`config.mk`:
```
export PLATFORM = sky130hd
export DESIGN_NAME = culw_ctl
export DESIGN_NICKNAME = d
export VERILOG_FILES = /design/src/rtl/culw_pkg.sv /design/src/rtl/culw_ctl.sv
export SDC_FILE = /design/constraint.sdc
export NUM_CORES = 1
export LEC_CHECK = 0
export ABC_CLOCK_PERIOD_IN_PS = 900
export BUFFER_PORTS_ARGS = -buffer_cell sky130_fd_sc_hd__buf_2
export CAP_MARGIN = 20
export CORE_AREA = 10 10 47 49
export DETAILED_ROUTE_END_ITERATION = 8
export DIE_AREA = 0 0 57 59
export PLACE_DENSITY_LB_ADDON = 0.05
export SLEW_MARGIN = 20
export SYNTH_ARGS = -nofsm -noshare
export SYNTH_HDL_FRONTEND = slang
export SYNTH_SLANG_ARGS = --single-unit
```
`constraint.sdc`:
```
create_clock -name clk -period 0.9 [get_ports clk]
set_input_delay 0.09 -clock clk [delete_from_list [all_inputs] [get_ports clk]]
set_output_delay 0.09 -clock clk [all_outputs]
set_load 0.03 [all_outputs]
```
`src/rtl/culw_pkg.sv`:
```
// Package for the unstable log window: sizes, request codes, status codes
// and the command/status structs between controller and datapath.
// No dependencies.
`default_nettype none
package culw_pkg;

  localparam int WINDOW_DEPTH = 32;
  localparam int MAX_EMIT     = 32;
  localparam int SLOT_W       = $clog2(WINDOW_DEPTH);
  localparam int CNT_W        = $clog2(WINDOW_DEPTH + 1);

  // request codes
  localparam logic [2:0] REQ_APPEND  = 3'd0;
  localparam logic [2:0] REQ_QUERY   = 3'd1;
  localparam logic [2:0] REQ_STABLE  = 3'd2;
  localparam logic [2:0] REQ_SNAP_OK = 3'd3;
  localparam logic [2:0] REQ_RESTORE = 3'd4;
  localparam logic [2:0] REQ_ACCEPT  = 3'd5;
  localparam logic [2:0] REQ_NEXT    = 3'd6;

  // status codes
  localparam logic [2:0] ST_OK       = 3'd0;
  localparam logic [2:0] ST_MISSING  = 3'd1;
  localparam logic [2:0] ST_SNAP     = 3'd2;
  localparam logic [2:0] ST_MISMATCH = 3'd3;
  localparam logic [2:0] ST_FULL     = 3'd4;
  localparam logic [2:0] ST_NONE     = 3'd5;
  localparam logic [2:0] ST_GAP      = 3'd6;

  typedef struct packed {
    logic load;   // capture request
    logic look;   // issue memory read, set up emit run
    logic exec;   // apply single-result request
    logic emit;   // emit one entry of a run
  } cmd_t;

  typedef struct packed {
    logic is_next;    // captured request is next entries
    logic pending;    // entries wait after the progress mark
    logic emit_last;  // current emit is the final one
  } stat_t;

endpackage
`default_nettype wire

```
`src/rtl/culw_ctl.sv`:
```
// Controller of the unstable log window: sequences load, lookup, execute
// and emit steps. Depends on culw_pkg.
`default_nettype none
module culw_ctl (
  input  wire logic           clk,
  input  wire logic           rst_n,
  input  wire logic           start,
  output logic                busy,
  input  wire culw_pkg::stat_t stat,
  output culw_pkg::cmd_t      cmd
);

  localparam logic [1:0] S_IDLE = 2'd0;
  localparam logic [1:0] S_LOOK = 2'd1;
  localparam logic [1:0] S_EXEC = 2'd2;
  localparam logic [1:0] S_EMIT = 2'd3;

  logic [1:0] state_r, state_nxt;

  // next state and commands
  always_comb begin
    state_nxt = state_r;
    cmd       = '0;
    case (state_r)
      S_IDLE: begin
        if (start) begin
          cmd.load  = 1'b1;
          state_nxt = S_LOOK;
        end
      end
      S_LOOK: begin
        cmd.look = 1'b1;
        if (stat.is_next && stat.pending) state_nxt = S_EMIT;
        else state_nxt = S_EXEC;
      end
      S_EXEC: begin
        cmd.exec  = 1'b1;
        state_nxt = S_IDLE;
      end
      S_EMIT: begin
        cmd.emit = 1'b1;
        if (stat.emit_last) state_nxt = S_IDLE;
      end
      default: state_nxt = S_IDLE;
    endcase
  end

  always_ff @(posedge clk) begin
    if (!rst_n) state_r <= S_IDLE;
    else state_r <= state_nxt;
  end

  assign busy = (state_r != S_IDLE);

endmodule
`default_nettype wire

```
==> summary.md <==
| Metric | Value |
|---|---|
| Static leakage | `~0.14 nW` |
| H-Tree Depth | `1` |
| Grt ovf | `0` |
| Die width | `between 50 and 60 um` |
| Initial drt markers | `2` |
| Count leader, synth | `dfxtp_1` |
| Initial antenna violation count | `0` |
| Crit-path slowest cell | `dfxtp_4` |
| DR pass1 iterations | `2` |
| HP Class | `in2reg` |
| Hold path depth | `2` |
| Drt wl/cell | `10.11 um` |
| Clock Tree Buf Depth | `2` |
| Post-synth EDFFs | `0` |
| I/O pins | `11` |
| Syn Inst Count | `13` |
| Largest net degree at the start of global routing | `7` |
| Area leader, netlist | `dfxtp_1` |
| Core area | `~1400 um^2` |
| Most flops, register | `state_r` |
| Setup CP Type | `reg2out` |
| Crit path launch | `state_r[1]` |
| Synth Area per Inst | `just over 9 um^2` |
| Site Rows | `14` |
| Routed vias | `159` |
| Total CTS buffers | `3` |
| Crit. path cell count | `2` |
| Area Growth Syn to Fin | `147.9%` |
| Antenna diode count | `0` |
| # fillers | `roughly 160` |
| #FFs+latches synth | `2` |
| Largest register FFs | `2` |
| Final worst slack | `-0.1447 ns` |
| Syn. warnings | `0` |
| Worst skew pair latency | `0.22 ns` |
| Data arrival time of the worst path | `0.95 ns` |
| CTS Sinks | `2` |
| Synth Flop Type | `dfxtp_1` |
| Largest registers | `state_r x2` |
| Max-cap viol count | `0` |
| TNS Setup | `-0.7036 ns` |
| Peak VDD IR | `0.6602 mV` |
| Worst Path Required | `between 0.8 and 0.9 ns` |
| Die Y | `59 um` |
| Fraction of layout cells with a size suffix above 1 | `around three quarters` |
| Final Hold Vio Count | `0` |
| Worst hold slack | `about 0.049 ns` |
| Leading post-synthesis cells by cell area | `dfxtp_1 34%, and4b_1 8.5%, and3b_1 7.4%` |
| CTS tree | `done` |
| Post-CTS Hold Fix Bufs | `0` |
| Crit path launch type | `flop` |
| Crit path max-delay family | `flip-flops` |
| Min cycle time layout | `1.045 ns` |
| Setup crit end kind | `output pin` |
| Area share of the largest cell type after synthesis | `between 30% and 40%` |
| R2R Path Start | `state_r[1]` |
| Residual DRC | `0` |
| F_max | `approximately 960 MHz` |
| Worst slew pin tran | `around 0.17 ns` |
| Final ANT Viol Nets | `0` |
| PortBufs | `10` |
| RSZ-0062 raised after global routing | `yes` |
| Max transition margin | `between 80 and 90%` |
| Reg-to-reg endpoint | `state_r[0]` |
| Final count of negative-setup-slack endpoints | `6` |
| Die area | `~3400 um^2` |
| Cell area after layout | `just under 300 um^2` |
| Sequence of cells on the critical path | `or2_4 -> buf_6` |
| All-layer global routing usage | `about 3.1%` |
| Reg2Reg Depth | `3` |
| Max stage delay on crit path | `approximately 0.35 ns` |
| Post-synth cell types | `12` |
| Power Density | `about 1500 nW/um^2` |
| Clock transition at path regs | `approximately 0.030 ns` |
| Violated checks | `negative setup slack` |
| Run status | `finished, violations left` |
| R2r setup slk | `-0.13 ns` |
| Max-slew violations | `0` |
| Peak fanout along the critical path | `6` |
| Synth Cell Area | `about 120 um^2` |
| Critical path destination | `busy` |
| Post-synthesis sequential area ratio | `between 30% and 40%` |
| Syn nets | `19` |
| Layout Skew | `0.002979 ns` |
| Instance area at placement | `just over 200 um^2` |
| Async SR Flop Fraction | `0%` |
| Post-Route WL | `around 460 um` |
| Via density | `about 3.5` |
| Starting density of the core | `under 10%` |
| Root buffer selected by CTS | `clkbuf_4` |
| Final net count | `37` |
| Vias in the first global route | `~180` |
| Period utilization | `116.1%` |
| Worst path buffer plus inverter count | `1` |
| First-pass GRT wire length | `772 um` |
| Gpl congestion | `between 0.6 and 0.7` |
-- stage by stage --
stage               power [mW]  util, %  cells  setup slack [ns]
finish                  0.4272    20.80     45           -0.1447
global route            0.4709    20.80     45           -0.1918
CTS                     0.4438    20.80     45           -0.1584
detailed placement      0.1991    14.37     39           -0.1582
global placement        0.1987    14.37     39           -0.1585
floorplan               0.1670        -     13          -0.08068
-- metal layers --
metal | share of wire, % | vias to the layer above | wire (um) | track usage (%)
met4 | 0 | 0 | 0 | 2.013
met2 | 48 | 7 | 218 | 4.186
met1 | 35 | 74 | 157 | 2.372
met3 | 17 | 0 | 79 | 4.077
met5 | 0 | - | 0 | 0
li1 | - | 78 | - | -
-- kinds of logic after synthesis --
| group | Yosys count | share of synthesized area (%) |
|---|---|---|
| AND/OR/NAND/NOR | 8 | 47.89 |
| flip-flops | 2 | 34.04 |
| AO/OA/AOI/OAI | 2 | 11.70 |
| buffers and inverters | 1 | 6.385 |
-- power breakdown --
group,internal (mW),total (mW),switching (mW)
Clock,0.147,0.194,0.0468
Sequential,0.0936,0.105,0.0117
Combinational,0.0731,0.128,0.0552
-- cell type report --
type / instances / area, um^2 / share of cell area (%)
well taps: 16 / 20.02 / 6.867
repair buffers: 14 / 115.1 / 39.48
flip-flops and latches: 2 / 47.55 / 16.31
clock buffers: 3 / 22.52 / 7.725
multi-input cells: 10 / 86.33 / 29.61
-- placed cells by master (no fill, tap or decap) --
cell type  n
buf_4      3
nor2b_2    1
nor3b_4    1
nand2_1    1
clkbuf_4   3
and2_1     1
and2b_1    1
o31a_1     1
buf_2      5
a21oi_1    1
and4b_1    1
dfxtp_4    2
buf_6      6
and3b_1    1
or2_4      1
-- repair_timing --
action | CTS | global route
hold endpoints to repair | 0 | 0
setup buffers | 3 | 0
gates cloned | 0 | 0
setup endpoints to repair | 6 | 6
pin swaps | 1 | 1
resized for setup | 16 | 0
-- how the worst min path moves through the flow --
stage                  from         end  slack (ns)
floorplan           stat[0]  state_r[1]        0.18
global placement    stat[0]  state_r[1]        0.29
detailed placement  stat[0]  state_r[1]        0.29
CTS                 stat[0]  state_r[1]        0.04
global route        stat[0]  state_r[1]        0.03
finish              stat[0]  state_r[1]        0.05
No activity file was read; power rests on OpenSTA's default activity.
